## src/rtl/sbusrx_pkg.sv

```systemverilog
`default_nettype none
package sbusrx_pkg;

  // Frame layout
  localparam int FRAME_BYTES = 25;
  localparam int NUM_CH      = 16;
  localparam int CH_W        = 11;
  localparam int POS_W       = 5;

  localparam logic [7:0] SYNC_BYTE = 8'h0F;
  localparam logic [7:0] END_BYTE  = 8'h00;

  localparam logic [POS_W-1:0] LAST_DATA_POS = POS_W'(22);
  localparam logic [POS_W-1:0] FLAGS_POS     = POS_W'(23);
  localparam logic [POS_W-1:0] END_POS       = POS_W'(FRAME_BYTES - 1);

  // Flag byte bits
  localparam int FLAG_LOST_BIT = 2;
  localparam int FLAG_FS_BIT   = 3;

  // Signal status codes
  localparam logic [1:0] STATUS_OK       = 2'd0;
  localparam logic [1:0] STATUS_LOST     = 2'd1;
  localparam logic [1:0] STATUS_FAILSAFE = 2'd2;

  // Stick end points
  localparam logic [CH_W-1:0] FWD_HI = 11'd1798;
  localparam logic [CH_W-1:0] FWD_LO = 11'd173;
  localparam logic [CH_W-1:0] TRN_HI = 11'd1809;
  localparam logic [CH_W-1:0] TRN_LO = 11'd181;

  // Register map (index = byte address / 4)
  localparam logic [2:0] REG_MODE_THRESHOLD = 3'd0;
  localparam logic [2:0] REG_FORWARD_CENTER = 3'd1;
  localparam logic [2:0] REG_TURN_CENTER    = 3'd2;
  localparam logic [2:0] REG_DEAD_ZONE      = 3'd3;
  localparam logic [2:0] REG_SPEED_LIMIT    = 3'd4;

  localparam int ZONE_W  = 9;
  localparam int LIMIT_W = 10;

  // Speed mapping request and answer
  typedef struct packed {
    logic            start;
    logic [CH_W-1:0] value;
    logic [CH_W-1:0] center;
    logic [CH_W-1:0] end_hi;
    logic [CH_W-1:0] end_lo;
  } spd_req_t;

  typedef struct packed {
    logic                   done;
    logic signed [CH_W-1:0] speed;
  } spd_rsp_t;

endpackage
`default_nettype wire

```

## src/rtl/sbusrx_speed.sv

```systemverilog
`default_nettype none
// Stick-to-speed mapping: one multiply, then a restoring divide one bit a cycle.
module sbusrx_speed (
  input  wire logic                                clk,
  input  wire logic                                rst,
  input  wire sbusrx_pkg::spd_req_t                req,
  input  wire logic [sbusrx_pkg::ZONE_W-1:0]       dead_zone,
  input  wire logic [sbusrx_pkg::LIMIT_W-1:0]      speed_limit,
  output sbusrx_pkg::spd_rsp_t                     rsp
);

  localparam int CH_W   = sbusrx_pkg::CH_W;
  localparam int PROD_W = sbusrx_pkg::CH_W + sbusrx_pkg::LIMIT_W;
  localparam int CNT_W  = $clog2(PROD_W);

  localparam logic [1:0] SP_IDLE = 2'd0;
  localparam logic [1:0] SP_MUL  = 2'd1;
  localparam logic [1:0] SP_DIV  = 2'd2;
  localparam logic [1:0] SP_FIN  = 2'd3;

  logic [1:0]        state;
  logic [CNT_W-1:0]  cnt;
  logic [CH_W-1:0]   mag;
  logic [CH_W-1:0]   divisor;
  logic              neg;
  logic              zero;
  logic [PROD_W-1:0] dvd;
  logic [CH_W:0]     rem;

  logic signed [CH_W:0] diff;
  logic signed [CH_W:0] span_hi;
  logic signed [CH_W:0] span_lo;
  logic signed [CH_W:0] span;
  logic [CH_W-1:0]      mag_in;
  logic [CH_W:0]        trial;
  logic                 fits;
  logic signed [CH_W-1:0] sat;

  // Operand set-up: offset from centre, its magnitude and the divisor
  always_comb begin
    diff    = $signed({1'b0, req.value}) - $signed({1'b0, req.center});
    span_hi = $signed({1'b0, req.end_hi}) - $signed({1'b0, req.center});
    span_lo = $signed({1'b0, req.center}) - $signed({1'b0, req.end_lo});
    span    = (diff > 0) ? span_hi : span_lo;
    mag_in  = diff[CH_W] ? CH_W'(-diff) : diff[CH_W-1:0];
  end

  // One restoring divide step
  always_comb begin
    trial = {rem[CH_W-1:0], dvd[PROD_W-1]};
    fits  = trial >= {1'b0, divisor};
  end

  // Clamp the truncated quotient into the output range; zero inside the dead band
  always_comb begin
    if (zero) begin
      sat = '0;
    end else if (neg) begin
      sat = (dvd > PROD_W'(1024)) ? -11'sd1024 : $signed(CH_W'(-dvd[CH_W-1:0]));
    end else begin
      sat = (dvd > PROD_W'(1023)) ? 11'sd1023 : $signed(dvd[CH_W-1:0]);
    end
    rsp.done  = state == SP_FIN;
    rsp.speed = sat;
  end

  // Sequencer
  always_ff @(posedge clk) begin
    if (rst) begin
      state <= SP_IDLE;
      cnt   <= '0;
    end else begin
      unique case (state)
        SP_IDLE: if (req.start) state <= SP_MUL;
        SP_MUL: begin
          cnt   <= '0;
          state <= zero ? SP_FIN : SP_DIV;
        end
        SP_DIV: begin
          cnt <= cnt + CNT_W'(1);
          if (cnt == CNT_W'(PROD_W - 1)) state <= SP_FIN;
        end
        SP_FIN:  state <= SP_IDLE;
        default: state <= SP_IDLE;
      endcase
    end
  end

  // Datapath
  always_ff @(posedge clk) begin
    unique case (state)
      SP_IDLE: begin
        mag     <= mag_in;
        neg     <= diff[CH_W];
        zero    <= {1'b0, mag_in} < {3'b0, dead_zone};
        divisor <= (span < 1) ? CH_W'(1) : span[CH_W-1:0];
      end
      SP_MUL: begin
        dvd <= PROD_W'(mag) * PROD_W'(speed_limit);
        rem <= '0;
      end
      SP_DIV: begin
        rem <= fits ? (trial - {1'b0, divisor}) : trial;
        dvd <= {dvd[PROD_W-2:0], fits};
      end
      default: begin
      end
    endcase
  end

endmodule
`default_nettype wire

```

## src/rtl/sbus_frame_receiver_decoder_unit.sv

```systemverilog
`default_nettype none
// Channel   | Dir | Handshake                  | Content
// s_*       | in  | s_tvalid/s_tready          | received byte
// m_*       | out | m_tvalid/m_tready, m_tlast | one decoded channel per word
// APB       | in  | psel/penable/pready        | five 32-bit registers at 0x00..0x10
//
// Receive: one byte word per cycle while s_tready is high; channels are unpacked on
// the fly as bytes land. Frame end: two speed mappings in the shared multiply/divide
// unit (the divide is skipped when the stick sits inside the dead band), then 16 result
// words, one per cycle while m_tready is high; s_tready is low throughout.
// A bad end byte drops the frame with no words; without valid drive the mappings are skipped.
// Reset clears framing state, drive mode and registers to their defaults.
module sbus_frame_receiver_decoder_unit (
  input  wire logic        clk,
  input  wire logic        rst,
  input  wire logic        s_tvalid,
  output logic             s_tready,
  input  wire logic [7:0]  s_tdata,   // [7:0] rx_byte
  output logic             m_tvalid,
  input  wire logic        m_tready,
  // [3:0] channel_index, [14:4] channel_value, [16:15] signal_status,
  // [17] drive_mode, [18] drive_valid, [29:19] forward_speed, [40:30] turn_rate
  output logic [47:0]      m_tdata,
  output logic             m_tlast,   // last_of_frame
  input  wire logic        psel,
  input  wire logic        penable,
  input  wire logic        pwrite,
  input  wire logic [4:0]  paddr,
  input  wire logic [31:0] pwdata,
  output logic [31:0]      prdata,
  output logic             pready
);

  localparam int CH_W  = sbusrx_pkg::CH_W;
  localparam int POS_W = sbusrx_pkg::POS_W;
  localparam int IDX_W = $clog2(sbusrx_pkg::NUM_CH);
  localparam int ACC_W = CH_W + 7;

  localparam logic [1:0] ST_RX   = 2'd0;
  localparam logic [1:0] ST_FWD  = 2'd1;
  localparam logic [1:0] ST_TURN = 2'd2;
  localparam logic [1:0] ST_OUT  = 2'd3;

  // Configuration registers
  logic [CH_W-1:0]                  mode_threshold;
  logic [CH_W-1:0]                  forward_center;
  logic [CH_W-1:0]                  turn_center;
  logic [sbusrx_pkg::ZONE_W-1:0]    dead_zone;
  logic [sbusrx_pkg::LIMIT_W-1:0]   speed_limit;

  logic [1:0]       state;
  logic             in_frame;
  logic [POS_W-1:0] byte_pos;
  logic             control_mode;
  logic             go;
  logic [IDX_W-1:0] out_idx;

  logic [ACC_W-1:0] acc;
  logic [4:0]       nb;
  logic [IDX_W-1:0] ch_cnt;
  logic [CH_W-1:0]  ch [sbusrx_pkg::NUM_CH];
  logic [7:0]       flags;
  logic [1:0]       status;
  logic             drive_valid;
  logic signed [CH_W-1:0] fwd;
  logic signed [CH_W-1:0] turn;

  logic             cfg_wr;
  logic             rx_take;
  logic [POS_W-1:0] pos_next;
  logic [ACC_W-1:0] acc_wide;
  logic [4:0]       nb_sum;
  logic             dec_en;
  logic             end_ok;
  logic [1:0]       status_new;
  logic             mode_new;
  logic             valid_new;

  sbusrx_pkg::spd_req_t spd_req;
  sbusrx_pkg::spd_rsp_t spd_rsp;

  // Register port
  assign pready = 1'b1;
  assign cfg_wr = psel & penable & pwrite;

  always_comb begin
    unique case (paddr[4:2])
      sbusrx_pkg::REG_MODE_THRESHOLD: prdata = 32'(mode_threshold);
      sbusrx_pkg::REG_FORWARD_CENTER: prdata = 32'(forward_center);
      sbusrx_pkg::REG_TURN_CENTER:    prdata = 32'(turn_center);
      sbusrx_pkg::REG_DEAD_ZONE:      prdata = 32'(dead_zone);
      sbusrx_pkg::REG_SPEED_LIMIT:    prdata = 32'(speed_limit);
      default:                        prdata = '0;
    endcase
  end

  always_ff @(posedge clk) begin
    if (rst) begin
      mode_threshold <= 11'd1000;
      forward_center <= 11'd997;
      turn_center    <= 11'd992;
      dead_zone      <= 9'd50;
      speed_limit    <= 10'd500;
    end else if (cfg_wr) begin
      unique case (paddr[4:2])
        sbusrx_pkg::REG_MODE_THRESHOLD: mode_threshold <= pwdata[CH_W-1:0];
        sbusrx_pkg::REG_FORWARD_CENTER: forward_center <= pwdata[CH_W-1:0];
        sbusrx_pkg::REG_TURN_CENTER:    turn_center    <= pwdata[CH_W-1:0];
        sbusrx_pkg::REG_DEAD_ZONE:      dead_zone      <= pwdata[sbusrx_pkg::ZONE_W-1:0];
        sbusrx_pkg::REG_SPEED_LIMIT:    speed_limit    <= pwdata[sbusrx_pkg::LIMIT_W-1:0];
        default: begin
        end
      endcase
    end
  end

  // Byte intake, bit unpacking and frame-end decisions
  always_comb begin
    rx_take  = s_tvalid & s_tready;
    pos_next = byte_pos + POS_W'(1);
    acc_wide = acc | (ACC_W'(s_tdata) << nb);
    nb_sum   = nb + 5'd8;
    dec_en   = rx_take & in_frame & (pos_next <= sbusrx_pkg::LAST_DATA_POS);
    end_ok   = rx_take & in_frame & (pos_next == sbusrx_pkg::END_POS)
               & (s_tdata == sbusrx_pkg::END_BYTE);
    if (flags[sbusrx_pkg::FLAG_LOST_BIT]) begin
      status_new = sbusrx_pkg::STATUS_LOST;
    end else if (flags[sbusrx_pkg::FLAG_FS_BIT]) begin
      status_new = sbusrx_pkg::STATUS_FAILSAFE;
    end else begin
      status_new = sbusrx_pkg::STATUS_OK;
    end
    mode_new  = (status_new == sbusrx_pkg::STATUS_OK) ? (ch[4] >= mode_threshold)
                                                      : control_mode;
    valid_new = (status_new == sbusrx_pkg::STATUS_OK) & mode_new;
  end

  // Sequencer
  always_ff @(posedge clk) begin
    if (rst) begin
      state        <= ST_RX;
      in_frame     <= 1'b0;
      byte_pos     <= '0;
      control_mode <= 1'b0;
      go           <= 1'b0;
      out_idx      <= '0;
    end else begin
      unique case (state)
        ST_RX: begin
          go <= end_ok & valid_new;
          if (rx_take) begin
            if (!in_frame) begin
              if (s_tdata == sbusrx_pkg::SYNC_BYTE) begin
                in_frame <= 1'b1;
                byte_pos <= '0;
              end
            end else begin
              byte_pos <= pos_next;
              if (pos_next == sbusrx_pkg::END_POS) in_frame <= 1'b0;
            end
          end
          if (end_ok) begin
            control_mode <= mode_new;
            out_idx      <= '0;
            if (valid_new) begin
              state <= ST_FWD;
            end else begin
              state <= ST_OUT;
            end
          end
        end
        ST_FWD: begin
          go <= spd_rsp.done;
          if (spd_rsp.done) begin
            state <= ST_TURN;
          end
        end
        ST_TURN: begin
          go <= 1'b0;
          if (spd_rsp.done) state <= ST_OUT;
        end
        ST_OUT: begin
          go <= 1'b0;
          if (m_tready) begin
            out_idx <= out_idx + IDX_W'(1);
            if (out_idx == IDX_W'(sbusrx_pkg::NUM_CH - 1)) state <= ST_RX;
          end
        end
        default: begin
          go    <= 1'b0;
          state <= ST_RX;
        end
      endcase
    end
  end

  // Payload: unpack channels, hold flags and speeds
  always_ff @(posedge clk) begin
    if (rx_take && !in_frame && s_tdata == sbusrx_pkg::SYNC_BYTE) begin
      acc    <= '0;
      nb     <= '0;
      ch_cnt <= '0;
    end
    if (dec_en) begin
      if (nb_sum >= 5'(CH_W)) begin
        ch[ch_cnt] <= acc_wide[CH_W-1:0];
        ch_cnt     <= ch_cnt + IDX_W'(1);
        acc        <= acc_wide >> CH_W;
        nb         <= nb_sum - 5'(CH_W);
      end else begin
        acc <= acc_wide;
        nb  <= nb_sum;
      end
    end
    if (rx_take && in_frame && pos_next == sbusrx_pkg::FLAGS_POS) flags <= s_tdata;
    if (end_ok) begin
      status      <= status_new;
      drive_valid <= valid_new;
      fwd         <= '0;
      turn        <= '0;
    end
    if (state == ST_FWD && spd_rsp.done) fwd <= spd_rsp.speed;
    if (state == ST_TURN && spd_rsp.done) turn <= spd_rsp.speed;
  end

  // Shared speed mapper
  always_comb begin
    spd_req.start = go;
    if (state == ST_TURN) begin
      spd_req.value  = ch[3];
      spd_req.center = turn_center;
      spd_req.end_hi = sbusrx_pkg::TRN_HI;
      spd_req.end_lo = sbusrx_pkg::TRN_LO;
    end else begin
      spd_req.value  = ch[1];
      spd_req.center = forward_center;
      spd_req.end_hi = sbusrx_pkg::FWD_HI;
      spd_req.end_lo = sbusrx_pkg::FWD_LO;
    end
  end

  sbusrx_speed u_speed (
    .clk         (clk),
    .rst         (rst),
    .req         (spd_req),
    .dead_zone   (dead_zone),
    .speed_limit (speed_limit),
    .rsp         (spd_rsp)
  );

  // Stream ports
  assign s_tready = state == ST_RX;
  assign m_tvalid = state == ST_OUT;
  assign m_tlast  = out_idx == IDX_W'(sbusrx_pkg::NUM_CH - 1);
  assign m_tdata  = {7'b0, turn, fwd, drive_valid, control_mode, status,
                     ch[out_idx], out_idx};

endmodule
`default_nettype wire
```

## config.mk

```make
export PLATFORM = sky130hd
export DESIGN_NAME = sbus_frame_receiver_decoder_unit
export DESIGN_NICKNAME = d
export VERILOG_FILES = /design/src/rtl/sbusrx_pkg.sv /design/src/rtl/sbusrx_speed.sv /design/src/rtl/sbus_frame_receiver_decoder_unit.sv
export SDC_FILE = /design/constraint.sdc
export NUM_CORES = 1
export LEC_CHECK = 0
export BUFFER_PORTS_ARGS = -buffer_cell sky130_fd_sc_hd__buf_2
export CORE_UTILIZATION = 64
export DETAILED_ROUTE_END_ITERATION = 7
export PLACE_DENSITY = 0.9
export SLEW_MARGIN = 20
export SYNTH_ARGS = -nofsm -noshare
export SYNTH_HDL_FRONTEND = slang
export SYNTH_HIERARCHICAL = 1
export SYNTH_SLANG_ARGS = --single-unit
export TNS_END_PERCENT = 50
```

## constraint.sdc

```tcl
create_clock -name clk -period 14.46 [get_ports clk]
set_input_delay 0.723 -clock clk [delete_from_list [all_inputs] [get_ports clk]]
set_output_delay 0.723 -clock clk [all_outputs]
set_load 0.005 [all_outputs]
```

==> impl_results.md, run 1 <==
* Crit end category: flop
* DR WL/cell at 22.9 um
* Worst setup margin at 8460 ps
* Die Span X at 191 um
* Leak at 10.0 nW
* Async S/R FF share, synth at 0%
* GRT Total Usage at 32.7%
* FF-to-FF setup slack at 8460 ps
* Postcts setup bufs at 0
* Mapped Area at 22800 um2
* Layout cell share with drive strength beyond 1 at 13.1%
* List of most frequent post-synthesis cells: edfxtp_1, inv_1, nor2_1, ha_1, nand2_1
* Cts repair resizes at 0
* Power Total at 4.10 mW
* Port bufs at 83
* Core Rows at 68
* Cell with the most instances after synthesis: edfxtp_1
* RSZ-0062 raised after global routing: false
* Cell Int Power at 2.61 mW
* Combinational Power Share at 43.0%
* CP Max Fanout at 40
* Final nets at 2347
* Vias/cell at 6.45
* Synth cell types at 80
* Core ar. at 34800 um2
* Area Growth Syn to Fin at 8.92%
* Antenna violations before repair at 5
* Synth Flop Type: edfxtp_1
* Tcrit/Tclk final at 41.5%
* Sw Pwr at 1.49 mW
* Mapped Cells at 2017
* Hold Fails Final Rpt at 0
* Largest net degree at the start of global routing at 74
* F_max at 0.167 GHz
* Worst-Skew Late Latency at 560 ps
* Sum of negative setup slack at 0 ps
* GPL Wtd Cong at 0.962
* Initial DRT Pass Iterations at 6
* Routed Antenna Nets at 0
* Final HPWL DP at 39700 um
* CTS max path bufs at 3
* Final min period at 6000 ps
* Final Cell Area at 24800 um2
* Register area share after synthesis at 44.3%
* CTS H-tree lvls at 2
* DR vias at 16500
* Vias in the first global route at 16600
* Worst setup SP type: flop
* Clk root buf: clkbuf_16
* Worst Path Arrival at 6250 ps
* Clock power frac at 25.6%
* Final count of negative-setup-slack endpoints at 0
* Clock transition at path regs at 60 ps
* Post-CTS Hold Fix Bufs at 0
* GR Util met1 at 38.2%
* Outcome: finished clean
* Yosys Warn Count at 6
* Hold Crit Class: input port to flop
* MaxCap Viol Count at 0
* Clk sinks at 363
* DR iter-0 viols at 1532
* CTS tree: done
* Avg Cell Area, Syn at 11.3 um2
* Relative slew slack at 27.3%
* Final Slew Violations at 0
* Initial Util at 65.4%
* First-pass GRT wire length at 90500 um
* Net Sw Frac at 36.3%
* Post-DP Area at 23400 um2
* Busiest grt layer: met2
* Die area at 36300 um2
* M3 GR Usage at 6.44%
* Crit path kind: flop to flop
* IO Pins at 136
* Required @ worst endpoint at 14710 ps
* Final WL at 58600 um
* Leading cell types by total area after synthesis: edfxtp_1, ha_1, dfxtp_1
* M2 GR Usage at 56.0%
* Yosys top cell area share at 37.2%
* Pre-CTS setup slack at 8570 ps
* Worst clock skew at 27.2 ps
* Post-synth top area cell: edfxtp_1
* Total CTS buffers at 37
* Gr ovfl total at 0
* Final Util at 71.2%
* Worst VDD drop at 0.296 mV
* FF+latch count, synth at 363
* Die Y-Extent at 191 um
* Number of synthesized flops with an enable pin at 282
* Residual DRC at 0
* Pwr/cell area at 166 nW/um2
* Slew @ Worst Pin at 1090 ps
* Flop pwr share at 31.3%
area by class of cell:
cell class / count / area [um2]
diodes: 2 / 5.00
clock buffers: 43 / 991
clock inverters: 24 / 323
fillers: 2235 / 10000
inverters: 179 / 672
multi-input cells: 1399 / 11600
flip-flops and latches: 363 / 10100
well taps: 455 / 569
repair buffers: 97 / 520
cell families (layout without fill, tap and decap cells):
kind of cell | count (synthesis) | after routing | share of synthesized area [%]
AND/OR/NAND/NOR | 599 | 599 | 13.3
multiplexers | 155 | 155 | 10.2
adder cells (fa/ha/maj) | 218 | 218 | 14.4
flip-flops | 363 | 363 | 44.3
XOR/XNOR | 63 | 63 | 2.42
other | 2 | 48 | 0.0330
buffers and inverters | 299 | 343 | 5.59
AO/OA/AOI/OAI | 318 | 318 | 9.64
final timing paths:
path              cells after the start          from            endpoint
setup reg to reg                     16      state[0]  u_speed/divisor[8]
hold reg to reg                       1  dead_zone[4]        dead_zone[4]
setup / recovery                     16      state[0]  u_speed/divisor[8]
hold / removal                        2     pwdata[7]   forward_center[7]
critical path, stage by stage (launching register included):
cell and delay (ps):
dfxtp_1 330, inv_1 120, ha_1 160, buf_4 440, mux2_2 420, inv_1 90, ha_1 160, inv_1 50
fa_1 410, a21o_1 210, a221oi_1 340, xnor2_1 190, or4b_1 580, or3_4 380, o31ai_4 790, mux2i_1 870
nor2_1 140
power groups by stage:
stage	Combinational [mW]	Sequential [mW]	Clock, mW
finish	1.77	1.29	1.05
detailed placement	1.73	1.31	0
floorplan	1.39	1.28	0
global route	2.02	1.29	1.08
global placement	1.65	1.30	0
CTS	1.75	1.28	1.05
stage by stage:
stage | hold WS [ps] | cells
after floorplan | 449 | 2061
after CTS | 429 | 2560
after global placement | 461 | 2493
after detailed placement | 474 | 2493
final | 443 | 2562
after global routing | 435 | 2560
per-layer routing:
layer	vias to the layer above	wire length, um
li1	7313	-
met1	8032	20800
met2	937	29000
met3	237	5130
met4	4	3590
met5	-	28
state kept, by name, indices dropped and copies added, names as in the netlist, 9 cells and up, named ones only:
register and cells:
forward_center 11, speed_limit 10, u_speed/mag 11, turn 11
ch 176, turn_center 11, u_speed/rem 11, mode_threshold 11
acc 18, fwd 11, dead_zone 9, u_speed/divisor 11
u_speed/dvd 21
placed cells by master (no fill, tap or decap), drive strengths merged, types with 73 or more instances in the layout:
cell type	synthesis	final
a21oi	80	80
and2	73	73
buf	52	97
dfxtp	81	81
edfxtp	282	282
fa	74	74
ha	144	144
inv	178	180
nand2	142	142
nor2	157	157
Power figures use the tool's default switching activity.
==> inputs of run 2 (changes only) <==
- CORE_UTILIZATION: 64 -> 62
- PLACE_DENSITY: 0.9 -> 0.88
- clock period: 14.46 -> 6.3 ns (I/O delays scaled with it)
==> run 2 against run 1 <==
Maximum frequency increased by 2.9%. Register-to-register slack lost 8000 ps. Wire length increased by 3.6%. Clock skew barely moved. Combinational power grew 130%. Core utilization decreased by 1.9 points.
==> impl_results.md, run 2 (same netlist as run 1, synthesis figures left out) <==
* Core Rows at 69
* WP buf/inv at 5
* CTS H-tree lvls at 2
* GPL Wtd Cong at 0.942
* Max layer used: met4
* Final WL at 60800 um
* Crit path kind: flop to flop
* Sw Pwr at 3.43 mW
* Combinational Power Share at 43.5%
* Clk root buf: clkbuf_16
* Final HPWL DP at 40400 um
* Worst-path cell chain: nand2_1, fa_1, inv_1, fa_1, inv_1, fa_1, inv_1, fa_1, inv_1, fa_1, inv_1, ha_1, a21o_1, a21oi_1, nor3b_1, a211oi_1, or3_1, a21oi_1, xor2_1, o21ai_0
* Outcome: finished clean
* Vias/cell at 6.47
* Total CTS buffers at 40
* Final nets at 2357
* CP peak stage delay at 600 ps
* Worst Path Arrival at 6120 ps
* CP Max Fanout at 10
* Worst setup SP type: flop
* Tcrit/Tclk final at 92.6%
* Hold Crit Class: input port to flop
* MaxCap Viol Count at 0
* CTS tree: done
* Largest net degree at the start of global routing at 74
* Final Util at 69.3%
* Final count of negative-setup-slack endpoints at 0
* Final Cell Area at 24800 um2
* Routed Antenna Nets at 0
* Most frequent cells in the layout: edfxtp_1, inv_1, nor2_1
* Layout cell share with drive strength beyond 1 at 13.5%
* Sum of negative setup slack at 0 ps
* DR iter-0 viols at 1689
* Hold Fails Final Rpt at 0
* WL met3 at 4840 um
* Slew @ Worst Pin at 1080 ps
* RSZ-0062 raised after global routing: false
* Relative slew slack at 27.7%
* DR WL/cell at 23.5 um
* GRT Total Usage at 32.6%
* Worst clock skew at 27.3 ps
* Port bufs at 83
* Final min period at 5830 ps
* First-pass GRT wire length at 93900 um
* CTS max path bufs at 3
* Fillers at 2342
* Cell Int Power at 5.89 mW
* Largest Register: ch
* Net Sw Frac at 36.8%
* Worst VDD drop at 0.455 mV
* F_max at 0.171 GHz
* Clk sinks at 363
* Die Span X at 194 um
* IO Pins at 136
* Worst-Skew Late Latency at 570 ps
* Leading cell type in the layout, fill and taps excluded: edfxtp_1
* Required @ worst endpoint at 6590 ps
* Flop pwr share at 31.6%
* Antenna violations before repair at 6
* Clock transition at path regs at 60 ps
* Hold WS at 13.9 ps
* Largest registers: ch (176), u_speed/dvd (21), acc (18)
* Initial Util at 63.5%
* Residual DRC at 0
* Clock power frac at 24.9%
* Final Slew Violations at 0
* Area Growth Syn to Fin at 9.14%
* Largest delay contributor family on the critical path: adder cells
* Pwr/cell area at 375 nW/um2
* Max reg flops at 176
* Postcts setup bufs at 0
* Post-Route M1 WL at 22000 um
* Leak at 10.0 nW
* Core ar. at 35800 um2
* Vias in the first global route at 16700
* Post-DP Area at 23500 um2
* Met2 Wirelength at 29800 um
* DR vias at 16700
* Die area at 37500 um2
* Initial DRT Pass Iterations at 8
* Die Y-Extent at 194 um
* Gr ovfl total at 0
* Critical path's slowest cell: edfxtp_1
* Crit end category: flop
[run 2: cell types whose count changed in the layout (fill, tap and decap cells not counted), sizes merged]
cell / before / now
inv: 180 / 178
clkbuf: 43 / 55
buf: 97 / 103
bufinv: 7 / 2
clkinvlp: 3 / 2
dlygate4sd3: 0 / 1
diode: 2 / 7
clkinv: 13 / 15
[run 2: final timing paths]
path | startpoint | to | slack [ps] | cells past startpoint
max | u_speed/mag[5] | u_speed/dvd[17] | 470 | 20
min | pwdata[7] | forward_center[7] | 10 | 2
max reg2reg | u_speed/mag[5] | u_speed/dvd[17] | 470 | 20
min reg2reg | mode_threshold[2] | mode_threshold[2] | 500 | 2
[run 2: power groups by stage]
stage	Clock, mW	Combinational [mW]	Sequential, mW
floorplan	0	3.18	2.94
global placement	0	3.77	2.98
detailed placement	0	3.95	2.99
CTS	2.33	3.99	2.94
global route	2.40	4.57	2.95
finish	2.32	4.05	2.94
[run 2: repair_timing]
item                                   in CTS  in global routing
hold buffers                                1                  0
endpoints found under the hold margin       2                  0
resized for setup                           0                  0
setup endpoints to repair                   0                  0
[run 2: metal layers]
metal  vias to the layer above  global-route usage (%)
li1                       7339                       -
met5                         -                       0
met1                      8178                    38.3
met4                         0                    21.6
met3                       252                    5.96
met2                       963                    55.1
[run 2: cell type report]
| class | instances | area, um2 | area share, % |
|---|---|---|---|
| well taps | 461 | 577 | 2.32 |
| flip-flops and latches | 363 | 10100 | 40.6 |
| clock buffers | 55 | 1110 | 4.46 |
| inverters | 179 | 672 | 2.71 |
| clock inverters | 18 | 176 | 0.710 |
| repair buffers | 104 | 576 | 2.32 |
| diodes | 7 | 17.5 | 0.0705 |
| multi-input cells | 1399 | 11600 | 46.8 |
[run 2: stage by stage]
| step | setup WS (ps) | std cells | power, mW |
|---|---|---|---|
| 4_1_cts | 505 | 2579 | 9.27 |
| 6_report | 468 | 2586 | 9.32 |
| 3_3_place_gp | 630 | 2505 | 6.76 |
| 5_1_grt | 239 | 2580 | 9.93 |
| 2_1_floorplan | 859 | 2061 | 6.12 |
| 3_5_place_dp | 545 | 2505 | 6.94 |
